==> src/sv/midi_byte_stream_parser_unit_assert.svh <==
// ----------------------------------------------------------------------------
// midi byte stream parser assertion macros
// shared concurrent assertion forms, clocked on clk, off while rst_n is low
// ----------------------------------------------------------------------------
`ifndef MIDI_BYTE_STREAM_PARSER_UNIT_ASSERT_SVH
`define MIDI_BYTE_STREAM_PARSER_UNIT_ASSERT_SVH

// same-cycle implication
`define MBSP_ASSERT_NOW(label, ante, cons, msg) \
    label: assert property (@(posedge clk) disable iff (!rst_n) (ante) |-> (cons)) \
        else $error(msg);

// next-cycle implication
`define MBSP_ASSERT_NEXT(label, ante, cons, msg) \
    label: assert property (@(posedge clk) disable iff (!rst_n) (ante) |=> (cons)) \
        else $error(msg);

`endif

==> src/sv/mbsp_pkg.sv <==
// ----------------------------------------------------------------------------
// mbsp_pkg
// types and codes shared by the midi byte stream parser
// ----------------------------------------------------------------------------
package mbsp_pkg;

    localparam int BYTE_W = 8;
    localparam int DATA_W = 7;

    typedef logic [BYTE_W-1:0] byte_t;
    typedef logic [DATA_W-1:0] data_t;
    typedef logic [1:0]        count_t;

    // byte class codes
    typedef logic [2:0] kind_t;
    localparam kind_t KIND_DATA       = 3'd0;
    localparam kind_t KIND_RT_FWD     = 3'd1;
    localparam kind_t KIND_RT_DROP    = 3'd2;
    localparam kind_t KIND_SYX_START  = 3'd3;
    localparam kind_t KIND_SYX_END    = 3'd4;
    localparam kind_t KIND_SYS_COMMON = 3'd5;
    localparam kind_t KIND_CHAN       = 3'd6;

    localparam byte_t STATUS_NONE = 8'h00;

    typedef struct packed {
        kind_t  kind;
        byte_t  value;
        count_t need;
    } qent_t;

endpackage

==> src/sv/mbsp_ifs.sv <==
// ----------------------------------------------------------------------------
// mbsp channel interfaces
// valid/ready channels for raw midi bytes and parsed messages
// ----------------------------------------------------------------------------
interface mbsp_in_if;
    import mbsp_pkg::*;

    logic  valid;
    logic  ready;
    byte_t midi_byte;

    modport source (output valid, output midi_byte, input ready);
    modport sink (input valid, input midi_byte, output ready);
endinterface

interface mbsp_out_if;
    import mbsp_pkg::*;

    logic  valid;
    logic  ready;
    byte_t msg_status;
    data_t msg_data1;
    data_t msg_data2;

    modport source (output valid, output msg_status, output msg_data1,
                    output msg_data2, input ready);
    modport sink (input valid, input msg_status, input msg_data1,
                  input msg_data2, output ready);
endinterface

==> src/sv/midi_byte_stream_parser_unit.sv <==
// ----------------------------------------------------------------------------
// midi_byte_stream_parser_unit
// raw midi byte stream in, complete channel and real-time messages out
// ----------------------------------------------------------------------------
// byte_in carries one raw midi byte per request; msg_out carries one parsed
// message per request (status byte plus two 7-bit data bytes, zero-filled).
// a byte enters a classifier, waits in a QUEUE_DEPTH-entry request queue and
// is then applied to the running status engine, which owns one result
// register. a completing byte is registered in the queue, and the engine
// loads its message into the result register as it pops that byte. the
// engine takes one byte per cycle while the queue holds bytes and a
// completing byte finds the result register free; dropped real-time bytes
// never enter the queue. when msg_out stalls, the engine keeps applying
// bytes that make no message; a byte that completes a message waits in
// the queue, and byte_in drops ready once the queue is full.
// reset clears running status, sysex state, the queue and the valid flag of
// the result register; no message is pending after reset.
// ----------------------------------------------------------------------------
module midi_byte_stream_parser_unit
#(
    parameter int QUEUE_DEPTH = 2
)
(
    input  logic       clk,
    input  logic       rst_n,
    mbsp_in_if.sink    byte_in,
    mbsp_out_if.source msg_out
);
    import mbsp_pkg::*;

    logic  q_push;
    logic  q_pop;
    logic  q_full;
    logic  q_empty;
    qent_t q_wdata;
    qent_t q_rdata;

    mbsp_front u_front
    (
        .byte_in (byte_in),
        .q_full  (q_full),
        .q_push  (q_push),
        .q_data  (q_wdata)
    );

    mbsp_fifo #(.DEPTH(QUEUE_DEPTH)) u_fifo
    (
        .clk       (clk),
        .rst_n     (rst_n),
        .push      (q_push),
        .push_data (q_wdata),
        .full      (q_full),
        .pop       (q_pop),
        .pop_data  (q_rdata),
        .empty     (q_empty)
    );

    mbsp_back u_back
    (
        .clk     (clk),
        .rst_n   (rst_n),
        .q_empty (q_empty),
        .q_data  (q_rdata),
        .q_pop   (q_pop),
        .msg_out (msg_out)
    );

endmodule

==> src/sv/mbsp_front.sv <==
// ----------------------------------------------------------------------------
// mbsp_front
// accepts raw bytes, classifies them and pushes them into the queue
// ----------------------------------------------------------------------------
module mbsp_front
(
    mbsp_in_if.sink        byte_in,
    input  logic           q_full,
    output logic           q_push,
    output mbsp_pkg::qent_t q_data
);
    import mbsp_pkg::*;

    kind_t  kind;
    count_t need;

    always_comb
    begin
        if (!byte_in.midi_byte[7])
        begin
            kind = KIND_DATA;
        end
        else
        begin
            case (byte_in.midi_byte) inside
                8'hF8, 8'hFA, 8'hFB, 8'hFC: kind = KIND_RT_FWD;
                8'hF9, 8'hFD, 8'hFE, 8'hFF: kind = KIND_RT_DROP;
                8'hF0:                      kind = KIND_SYX_START;
                8'hF7:                      kind = KIND_SYX_END;
                [8'hF1:8'hF6]:              kind = KIND_SYS_COMMON;
                default:                    kind = KIND_CHAN;
            endcase
        end
    end

    always_comb
    begin
        case (byte_in.midi_byte[7:4]) inside
            4'hC, 4'hD: need = 2'd1;
            default:    need = 2'd2;
        endcase
    end

    assign byte_in.ready = !q_full;
    // dropped real-time bytes touch nothing, so they never enter the queue
    assign q_push        = byte_in.valid && !q_full && (kind != KIND_RT_DROP);
    assign q_data        = '{kind: kind, value: byte_in.midi_byte, need: need};

endmodule

==> src/sv/mbsp_fifo.sv <==
// ----------------------------------------------------------------------------
// mbsp_fifo
// short request queue between the classifier and the message builder
// ----------------------------------------------------------------------------
`include "midi_byte_stream_parser_unit_assert.svh"

module mbsp_fifo
#(
    parameter int DEPTH = 2
)
(
    input  logic            clk,
    input  logic            rst_n,
    input  logic            push,
    input  mbsp_pkg::qent_t push_data,
    output logic            full,
    input  logic            pop,
    output mbsp_pkg::qent_t pop_data,
    output logic            empty
);
    import mbsp_pkg::*;

    localparam int PTR_W = (DEPTH > 1) ? $clog2(DEPTH) : 1;
    localparam int CNT_W = $clog2(DEPTH + 1);

    qent_t            mem_reg [DEPTH];
    logic [PTR_W-1:0] wr_ptr_reg, wr_ptr_next;
    logic [PTR_W-1:0] rd_ptr_reg, rd_ptr_next;
    logic [CNT_W-1:0] count_reg, count_next;

    function automatic logic [PTR_W-1:0] ptr_inc(input logic [PTR_W-1:0] p);
        logic [PTR_W-1:0] r;
        if (p == PTR_W'(DEPTH - 1))
            r = '0;
        else
            r = p + PTR_W'(1);
        return r;
    endfunction

    assign full     = (count_reg == CNT_W'(DEPTH));
    assign empty    = (count_reg == '0);
    assign pop_data = mem_reg[rd_ptr_reg];

    always_comb
    begin
        wr_ptr_next = push ? ptr_inc(wr_ptr_reg) : wr_ptr_reg;
        rd_ptr_next = pop ? ptr_inc(rd_ptr_reg) : rd_ptr_reg;
        count_next  = count_reg;
        if (push && !pop)
            count_next = count_reg + CNT_W'(1);
        else if (pop && !push)
            count_next = count_reg - CNT_W'(1);
    end

    always_ff @(posedge clk or negedge rst_n)
    begin
        if (!rst_n)
        begin
            wr_ptr_reg <= '0;
            rd_ptr_reg <= '0;
            count_reg  <= '0;
        end
        else
        begin
            wr_ptr_reg <= wr_ptr_next;
            rd_ptr_reg <= rd_ptr_next;
            count_reg  <= count_next;
        end
    end

    always_ff @(posedge clk)
    begin
        if (push)
            mem_reg[wr_ptr_reg] <= push_data;
    end

    `MBSP_ASSERT_NOW(a_fifo_no_overfill, 1'b1, count_reg <= CNT_W'(DEPTH), "queue overfilled")
    `MBSP_ASSERT_NOW(a_fifo_pop_nonempty, pop, !empty, "pop from empty queue")

endmodule

==> src/sv/mbsp_back.sv <==
// ----------------------------------------------------------------------------
// mbsp_back
// running status engine: builds messages and holds the result register
// ----------------------------------------------------------------------------
`include "midi_byte_stream_parser_unit_assert.svh"

module mbsp_back
(
    input  logic            clk,
    input  logic            rst_n,
    input  logic            q_empty,
    input  mbsp_pkg::qent_t q_data,
    output logic            q_pop,
    mbsp_out_if.source      msg_out
);
    import mbsp_pkg::*;

    byte_t  rs_reg, rs_next;
    data_t  first_reg, first_next;
    count_t have_reg, have_next;
    count_t need_reg, need_next;
    logic   sysex_reg, sysex_next;

    logic   out_valid_reg, out_valid_next;
    byte_t  out_status_reg, out_status_next;
    data_t  out_d1_reg, out_d1_next;
    data_t  out_d2_reg, out_d2_next;

    logic   emit;
    byte_t  emit_status;
    data_t  emit_d1;
    data_t  emit_d2;
    count_t have_inc;
    logic   slot_free;

    assign have_inc  = have_reg + 2'd1;
    assign slot_free = !out_valid_reg || msg_out.ready;

    always_comb
    begin
        rs_next     = rs_reg;
        first_next  = first_reg;
        have_next   = have_reg;
        need_next   = need_reg;
        sysex_next  = sysex_reg;
        emit        = 1'b0;
        emit_status = q_data.value;
        emit_d1     = '0;
        emit_d2     = '0;
        case (q_data.kind)
            KIND_RT_FWD:
            begin
                emit = 1'b1;
            end
            KIND_SYX_START:
            begin
                sysex_next = 1'b1;
            end
            KIND_SYX_END:
            begin
                sysex_next = 1'b0;
            end
            KIND_SYS_COMMON:
            begin
                rs_next   = STATUS_NONE;
                have_next = '0;
                need_next = '0;
            end
            KIND_CHAN:
            begin
                rs_next   = q_data.value;
                need_next = q_data.need;
                have_next = '0;
            end
            KIND_DATA:
            begin
                if (!sysex_reg && (rs_reg != STATUS_NONE))
                begin
                    if (have_reg == '0)
                        first_next = q_data.value[DATA_W-1:0];
                    have_next = have_inc;
                    if (have_inc >= need_reg)
                    begin
                        emit        = 1'b1;
                        emit_status = rs_reg;
                        emit_d1     = (have_reg == '0) ? q_data.value[DATA_W-1:0] : first_reg;
                        emit_d2     = (need_reg == 2'd2) ? q_data.value[DATA_W-1:0] : '0;
                        have_next   = '0;
                    end
                end
            end
            default:
            begin
                emit = 1'b0;
            end
        endcase
    end

    // a request that makes a message waits until the result register frees up
    assign q_pop = !q_empty && (!emit || slot_free);

    always_comb
    begin
        out_valid_next  = out_valid_reg && !msg_out.ready;
        out_status_next = out_status_reg;
        out_d1_next     = out_d1_reg;
        out_d2_next     = out_d2_reg;
        if (q_pop && emit)
        begin
            out_valid_next  = 1'b1;
            out_status_next = emit_status;
            out_d1_next     = emit_d1;
            out_d2_next     = emit_d2;
        end
    end

    always_ff @(posedge clk or negedge rst_n)
    begin
        if (!rst_n)
        begin
            rs_reg        <= STATUS_NONE;
            first_reg     <= '0;
            have_reg      <= '0;
            need_reg      <= '0;
            sysex_reg     <= 1'b0;
            out_valid_reg <= 1'b0;
        end
        else
        begin
            if (q_pop)
            begin
                rs_reg    <= rs_next;
                first_reg <= first_next;
                have_reg  <= have_next;
                need_reg  <= need_next;
                sysex_reg <= sysex_next;
            end
            out_valid_reg <= out_valid_next;
        end
    end

    always_ff @(posedge clk)
    begin
        out_status_reg <= out_status_next;
        out_d1_reg     <= out_d1_next;
        out_d2_reg     <= out_d2_next;
    end

    assign msg_out.valid      = out_valid_reg;
    assign msg_out.msg_status = out_status_reg;
    assign msg_out.msg_data1  = out_d1_reg;
    assign msg_out.msg_data2  = out_d2_reg;

    `MBSP_ASSERT_NOW(a_back_need_set, rs_reg != STATUS_NONE, need_reg != '0, "running status without length")
    `MBSP_ASSERT_NOW(a_back_have_below_need, rs_reg != STATUS_NONE, have_reg < need_reg, "partial count overran length")
    `MBSP_ASSERT_NEXT(a_back_emit_lands, q_pop && emit, out_valid_reg, "message lost at result register")

endmodule
==> src/flat_wrapper.sv <==
// flat-port wrapper written by rule: the top's interface ports become plain ports
module midi_byte_stream_parser_unit_flat import mbsp_pkg::*;
#(
    parameter int QUEUE_DEPTH = 2
)
  (clk, rst_n, byte_in_valid, byte_in_midi_byte, byte_in_ready, msg_out_valid, msg_out_msg_status, msg_out_msg_data1, msg_out_msg_data2, msg_out_ready);
  mbsp_in_if byte_in_i ();
  mbsp_out_if msg_out_i ();
  input  logic clk;
  input  logic rst_n;
  input wire logic [$bits(byte_in_i.valid)-1:0] byte_in_valid;
  input wire logic [$bits(byte_in_i.midi_byte)-1:0] byte_in_midi_byte;
  output wire logic [$bits(byte_in_i.ready)-1:0] byte_in_ready;
  output wire logic [$bits(msg_out_i.valid)-1:0] msg_out_valid;
  output wire logic [$bits(msg_out_i.msg_status)-1:0] msg_out_msg_status;
  output wire logic [$bits(msg_out_i.msg_data1)-1:0] msg_out_msg_data1;
  output wire logic [$bits(msg_out_i.msg_data2)-1:0] msg_out_msg_data2;
  input wire logic [$bits(msg_out_i.ready)-1:0] msg_out_ready;
  assign byte_in_i.valid = byte_in_valid;
  assign byte_in_i.midi_byte = byte_in_midi_byte;
  assign byte_in_ready = byte_in_i.ready;
  assign msg_out_valid = msg_out_i.valid;
  assign msg_out_msg_status = msg_out_i.msg_status;
  assign msg_out_msg_data1 = msg_out_i.msg_data1;
  assign msg_out_msg_data2 = msg_out_i.msg_data2;
  assign msg_out_i.ready = msg_out_ready;
  midi_byte_stream_parser_unit #(.QUEUE_DEPTH(QUEUE_DEPTH)) u_core (.clk(clk), .rst_n(rst_n), .byte_in(byte_in_i), .msg_out(msg_out_i));
endmodule
==> config.mk <==
export PLATFORM = sky130hd
export DESIGN_NAME = midi_byte_stream_parser_unit_flat
export DESIGN_NICKNAME = d
export VERILOG_FILES = /design/src/sv/mbsp_pkg.sv /design/src/sv/mbsp_ifs.sv /design/src/sv/midi_byte_stream_parser_unit.sv /design/src/sv/mbsp_front.sv /design/src/sv/mbsp_fifo.sv /design/src/sv/mbsp_back.sv /design/src/flat_wrapper.sv
export VERILOG_INCLUDE_DIRS = /design/src /design/src/sv
export SDC_FILE = /design/constraint.sdc
export NUM_CORES = 1
export LEC_CHECK = 0
export BUFFER_PORTS_ARGS = -buffer_cell sky130_fd_sc_hd__buf_2
export CORE_MARGIN = 10
export CORE_UTILIZATION = 53
export DETAILED_ROUTE_END_ITERATION = 10
export PLACE_DENSITY = 0.84
export SLEW_MARGIN = 0
export SYNTH_ARGS = -nofsm -noshare
export SYNTH_HDL_FRONTEND = slang
export SYNTH_SLANG_ARGS = --single-unit
==> constraint.sdc <==
create_clock -name clk -period 4.01 [get_ports clk]
set_input_delay 0.2005 -clock clk [delete_from_list [all_inputs] [get_ports clk]]
set_output_delay 0.2005 -clock clk [all_outputs]
set_load 0.005 [all_outputs]
* Word level (Yosys, flattened, before mapping)
Memory sizes are Yosys's and may differ from the RTL's. Cells that the tools add are included.
Word-level totals: register bits after elaboration 47, word-level logic and storage cells 106, bits of input ports 12, memory bits (writable) 26, memories 1, output and inout port bits 24
Memory list:
- u_core.u_fifo.mem_reg | words 2, width 13, read ports 1, clocked after memory_dff 0, write ports 1, RTL line mbsp_fifo.sv:26 | qent_t mem_reg [DEPTH];
Cells by class: reductions and logical operators 37, add/subtract/negate cells 5, eq/ne operators 21, muxes and demuxes 27, magnitude comparators 3
Operator list (number):
- == test 8 bit (second input constant) | 10
- two-way mux 8 bit | 3
- case mux 8 bit (2 select lines) | 1
- two-way mux 2 bit | 7
- two-way mux 3 bit | 4
- == test 3 bit (second input constant) | 3
- logical AND 1 bit | 9
- AND reduction 3 bit | 3
- == test 4 bit (second input constant) | 2
- >= comparator 8 bit (second input constant) | 1
- <= comparator 8 bit (second input constant) | 1
- zero test 1 bit | 8
- case mux 2 bit (2 select lines) | 2
- nonzero test 2 bit | 4
- nonzero test 8 bit | 1
- OR reduction 4 bit | 2
- two-way mux 1 bit | 7
- two-way mux 7 bit | 1
- adder 2 x 1 -> 2 bit (second input constant) | 2
- == test 2 bit (second input constant) | 2
- zero test 2 bit | 2
- case mux 1 bit (2 select lines) | 2
- AND reduction 2 bit | 2
- AND reduction 4 bit | 1
- other kinds (10) | 13

* Longest topological paths before layout
depth in word-level cells 14, depth in mapped cells 11, mapped depth without buffers 10

* Modules after synthesis
Synthesis repeated with hierarchy kept, for this count alone.
Second synthesis, totals: cells, all modules 240, area, all modules 3246.9 µm²
By module, submodules not included:
- mbsp_back | area each 1953.1 µm², cells an instance 157, sequential area each 1186.1 µm², times used 1
- mbsp_fifo | area each 1124.8 µm², cells an instance 56, sequential area each 880.8 µm², times used 1
- mbsp_front | area each 168.9 µm², cells an instance 27, sequential area each 0.0 µm², times used 1

* Worst setup path before layout
OpenSTA, ideal clock, no wires.
path kind reg2reg, start point register u_core.u_back.have_reg[0], end point register u_core.u_back.out_d1_reg[0], in the netlist u_core.u_back.msg_out.msg_data1[0], enable pin, stages on the path, launching flop included 9, library setup time 401 ps, required time 3609 ps, path buffers 1, data arrival time 2651 ps, clock period less this slack 3052 ps, slack 958 ps, cell sequence dfrtp_1 -> inv_1 -> ha_1 -> ha_1 -> a21oi_1 -> and3b_1 -> buf_2 -> a21o_1 -> nor2_1
Between the ends: longest elaborated chain between the ends 9
Ends and longest elaborated chain:
- from (decl) | RTL line mbsp_back.sv:20 | count_t have_reg, have_next;
- from (signal assigned) | RTL line mbsp_back.sv:134 | have_reg <= have_next;
- adder 2 x 1 -> 2 bit (*) | RTL line mbsp_back.sv:36 | assign have_inc = have_reg + 2'd1;
- >= comparator 2 bit (*) | RTL line mbsp_back.sv:82 | if (have_inc >= need_reg)
- two-way mux 1 bit (*) | RTL line mbsp_back.sv:82
- two-way mux 1 bit (*) | RTL line mbsp_back.sv:77 | if (!sysex_reg && (rs_reg != STATUS_NONE))
- case mux 1 bit (2 select lines) (*) | RTL line mbsp_back.sv:50 | case (q_data.kind)
- zero test 1 bit | RTL line mbsp_back.sv:100 | assign q_pop = !q_empty && (!emit || slot_free);
- logical OR 1 bit | RTL line mbsp_back.sv:100
- logical AND 1 bit | RTL line mbsp_back.sv:100
- logical AND 1 bit (*) | RTL line mbsp_back.sv:108 | if (q_pop && emit)
- to (signal assigned) | RTL line mbsp_back.sv:145 | out_d1_reg <= out_d1_next;
- to (decl) | RTL line mbsp_back.sv:26 | data_t out_d1_reg, out_d1_next;
Every way passes the cells marked *; elsewhere a longest branch is shown, timed or not. A chain may end at the register's enable or synchronous reset.

* Worst setup path after layout
start point register u_core.u_fifo.rd_ptr_reg, end point register u_core.u_fifo.count_reg[1]
Between the ends: longest elaborated chain between the ends 9, elaborated cells between the ends (all ways) 12, those cells by class eq/ne: 1; mux: 2; reduce/logical: 8; memory: 1
Ends and longest elaborated chain:
- from (decl) | RTL line mbsp_fifo.sv:28 | logic [PTR_W-1:0] rd_ptr_reg, rd_ptr_next;
- from (signal assigned) | RTL line mbsp_fifo.sv:66 | rd_ptr_reg <= rd_ptr_next;
- memory (2 x 13 bit) (*)
- == test 3 x 1 -> 1 bit or zero test 3 bit (tied branches) | RTL line mbsp_back.sv:50
- case mux 1 bit (2 select lines) (*) | RTL line mbsp_back.sv:50
- zero test 1 bit (*) | RTL line mbsp_back.sv:100
- logical OR 1 bit (*) | RTL line mbsp_back.sv:100
- logical AND 1 bit (*) | RTL line mbsp_back.sv:100
- zero test 1 bit | RTL line mbsp_fifo.sv:49 | if (push && !pop)
- logical AND 1 bit | RTL line mbsp_fifo.sv:49
- two-way mux 2 bit or nonzero test 2 bit (tied branches)
- to (signal assigned) | RTL line mbsp_fifo.sv:67 | count_reg <= count_next;
- to (decl) | RTL line mbsp_fifo.sv:29 | logic [CNT_W-1:0] count_reg, count_next;
Marks and branches as above.

==> impl_metrics.json <==
{
  "grt_use_total": 0.122,
  "worstPathRequired_ps": 4280,
  "n_antenna_cell": 0,
  "vias_per_cell": 5.34,
  "post_drt_wl_per_cell_um": 15.6,
  "internal_power_w": 0.00180,
  "fin_nets": 300,
  "vias": 1945,
  "core_area_mm2": 0.00589,
  "drt-initial-drc-count": 82,
  "p_total_w": 0.00271,
  "r2r_slack_ps": 1110,
  "drtAntennaViolNets": 0,
  "finalHoldViolCount": 0,
  "yosysUniqueCellTypes": 43,
  "leakage_nw": 1.50,
  "min_period_ps": 2900,
  "start_util": 0.542,
  "avgSynthCellArea_um2": 13.1,
  "finalSetupTns_ps": 0,
  "pin_count": 36,
  "drc": 0,
  "yosysWarnings": 0,
  "async_reset_ff_frac": 0.342,
  "rsz0062_at_grt": "false",
  "synth_edf_count": 48,
  "cts_resized": 0,
  "r2r_start": "u_core.u_fifo.rd_ptr_reg",
  "slowest_stage": "dfrtp_1",
  "status": "complete, no violations",
  "clock_latency_ps": 340,
  "combPwrFrac": 0.301,
  "critPathLaunchType": "register",
  "cts_tree": "yes",
  "area_growth_syn_to_layout_pct": 15.2,
  "max_stage_delay_ps": 930,
  "die_w_um": 97.6,
  "clockRootBuffer": "clkbuf_8",
  "max-cap-violations": 0,
  "min_path_cells": 1,
  "grt_pass1_wl_mm": 9.46,
  "syn_inst": 243,
  "io_buffers": 35,
  "endpoint_kind": "register",
  "p_clk_frac": 0.237,
  "dp_hpwl_mm": 3.96,
  "totalWireLength_mm": 5.69,
  "synth_flop_cell": "edfxtp_1",
  "r2r_end": "u_core.u_fifo.count_reg[1]",
  "cts.clk_slew.worst_paths_ps": 80,
  "slew_viol_final": 0,
  "worstMarginPinSlew_ps": 1080,
  "place_inst": 347,
  "grt_pass1_vias": 1981,
  "worstPathMaxFanout": 23,
  "antenna_found_initial": 0,
  "min_from": "byte_in_midi_byte[4]",
  "cts_made_buffers": 9,
  "maxSlewHeadroom": 0.278,
  "instances_no_fill": 364,
  "clockBufferDepth": 2,
  "switching_power_w": 0.000907,
  "ys_seq_elements": 73,
  "peakVddDrop_uv": 369,
  "cts_sinks": 73,
  "ys_top_cells_by_area": "edfxtp_1, dfrtp_1, mux2i_1",
  "rows": 28,
  "synth_area_leader_cell": "edfxtp_1",
  "drive_above_1_share": 0.225,
  "syn-cell-area_mm2": 0.00319,
  "crit_chain": "or3b_1 -> a21oi_2 -> and3b_1 -> a21o_1 -> ha_1 -> nor2_1 -> xor2_1",
  "p_seq_frac": 0.462,
  "globalplace.congestion": 0.801,
  "cp.arrival_ps": 3170,
  "max_freq_mhz": 344,
  "p_per_area_mw_per_mm2": 737,
  "overflow": 0,
  "fin_skew_ps": 5.27,
  "grt_max_degree": 26,
  "final_util": 0.624,
  "pre_cts_ws_ps": 1130,
  "hp-class": "input port to register",
  "cp_top_family": "simple AND/OR/NAND/NOR gates",
  "firstDrtPassIters": 4,
  "die-area_mm2": 0.00952,
  "setup_viol": 0,
  "swShare": 0.335,
  "die_h_um": 97.6,
  "yosys.area.top_type_share": 0.452,
  "min_to": "u_core.u_fifo.mem_reg[0][6]",
  "htreeDepth": 3,
  "layout_setup_ws_ps": 1110,
  "post-route-period-util": 0.724,
  "ys_seq_area_frac": 0.648,
  "largest_reg_flops": 26,
  "crit_type": "register to register",
  "cp_num_buf_inv": 0,
  "synth_nets": 259,
  "ff2ff_path_depth": 7
}
[power by group through the flow]
stage	clock (W)	sequential, W	combinational, W
after detailed placement	0	0.00126	0.000811
final	0.000642	0.00125	0.000813
after CTS	0.000650	0.00125	0.000823
after floorplan	0	0.00121	0.000619
after global placement	0	0.00125	0.000788
after global routing	0.000688	0.00128	0.000902
[what timing repair did]
item,in CTS,in global routing
hold endpoints to repair,25,0
buffers inserted,0,0
hold buffers,1,0
[Yosys cell counts (3+ instances only)]
| master | number |
|---|---|
| edfxtp_1 | 48 |
| nor2_1 | 41 |
| dfrtp_1 | 25 |
| mux2i_1 | 20 |
| inv_1 | 16 |
| a21oi_1 | 11 |
| mux2_2 | 8 |
| a211oi_1 | 7 |
| clkbuf_1 | 4 |
| ha_1 | 4 |
| nand2_1 | 4 |
| nand2b_1 | 4 |
| xnor2_1 | 4 |
| buf_2 | 3 |
| mux2_1 | 3 |
| nand3_1 | 3 |
| nor3_1 | 3 |
| xor2_1 | 3 |
[final cells by class]
| type | instances | area [um^2] |
|---|---|---|
| inverter | 16 | 60.1 |
| clock inverter | 7 | 100 |
| multi-input combinational | 146 | 1030 |
| tap | 75 | 93.8 |
| sequential | 73 | 2070 |
| fill | 447 | 2210 |
| timing repair buffer | 38 | 200 |
| clock buffer | 9 | 124 |
[metrics by stage]
step	cell area [um^2]	hold slack (ps)
global route	3670	42.3
CTS	3670	47.9
global placement	3440	228
finish	3670	56.5
detailed placement	3440	237
floorplan	3190	-95.1
[routing by layer]
layer / track usage / part of all wire / vias up
met3: 0.0384 / 0.061 / 12
met4: 0.0682 / 0.024 / 0
met1: 0.146 / 0.44 / 923
li1: - / - / 957
met2: 0.189 / 0.47 / 53
met5: 0 / 0 / -
[worst reg2reg max path, delay by kind of cell (launching register included)]
family	cells	cell delay [ps]
AND/OR/NAND/NOR	3	940
flip-flops	1	930
adder cells (fa/ha/maj)	1	290
XOR/XNOR	1	140
AO/OA/AOI/OAI	2	520
[cells in the final DEF (no fill, tap or decap), types with 3 or more instances in the layout]
cell type  Yosys  routed
a211oi_1       7       7
a21oi_1       11      11
buf_2          3      35
clkbuf_8       0       9
dfrtp_1       25      25
edfxtp_1      48      48
ha_1           4       4
inv_1         16      16
inv_6          0       3
mux2_1         3       3
mux2_2         8       8
mux2i_1       20      20
nand2_1        4       4
nand2b_1       4       4
nand3_1        3       3
nor2_1        41      41
nor3_1         3       3
xnor2_1        4       4
xor2_1         3       3
[worst max path at each step]
stage,startpoint,to,slack (ps),cells after the start
floorplan,u_core.u_back.have_reg[0],u_core.u_back.msg_out.msg_data1[0],960,8
global placement,u_core.u_fifo.rd_ptr_reg,u_core.u_fifo.count_reg[1],1240,8
detailed placement,u_core.u_fifo.rd_ptr_reg,u_core.u_fifo.count_reg[1],1130,8
CTS,u_core.u_fifo.rd_ptr_reg,u_core.u_fifo.count_reg[1],1110,7
global route,u_core.u_fifo.rd_ptr_reg,u_core.u_fifo.count_reg[1],920,7
finish,u_core.u_fifo.rd_ptr_reg,u_core.u_fifo.count_reg[1],1110,7
[cells by family after synthesis]
family	Yosys count	synth area share
DFF	73	0.648
and+or+nand+nor	69	0.102
AOI/OAI and AO/OA	35	0.0836
xor gates and xnor gates	7	0.0192
adders and majority gates	4	0.0157
muxes	31	0.102
buffers and inverters	24	0.0294
Note: power is estimated with default switching activity, not from simulation.
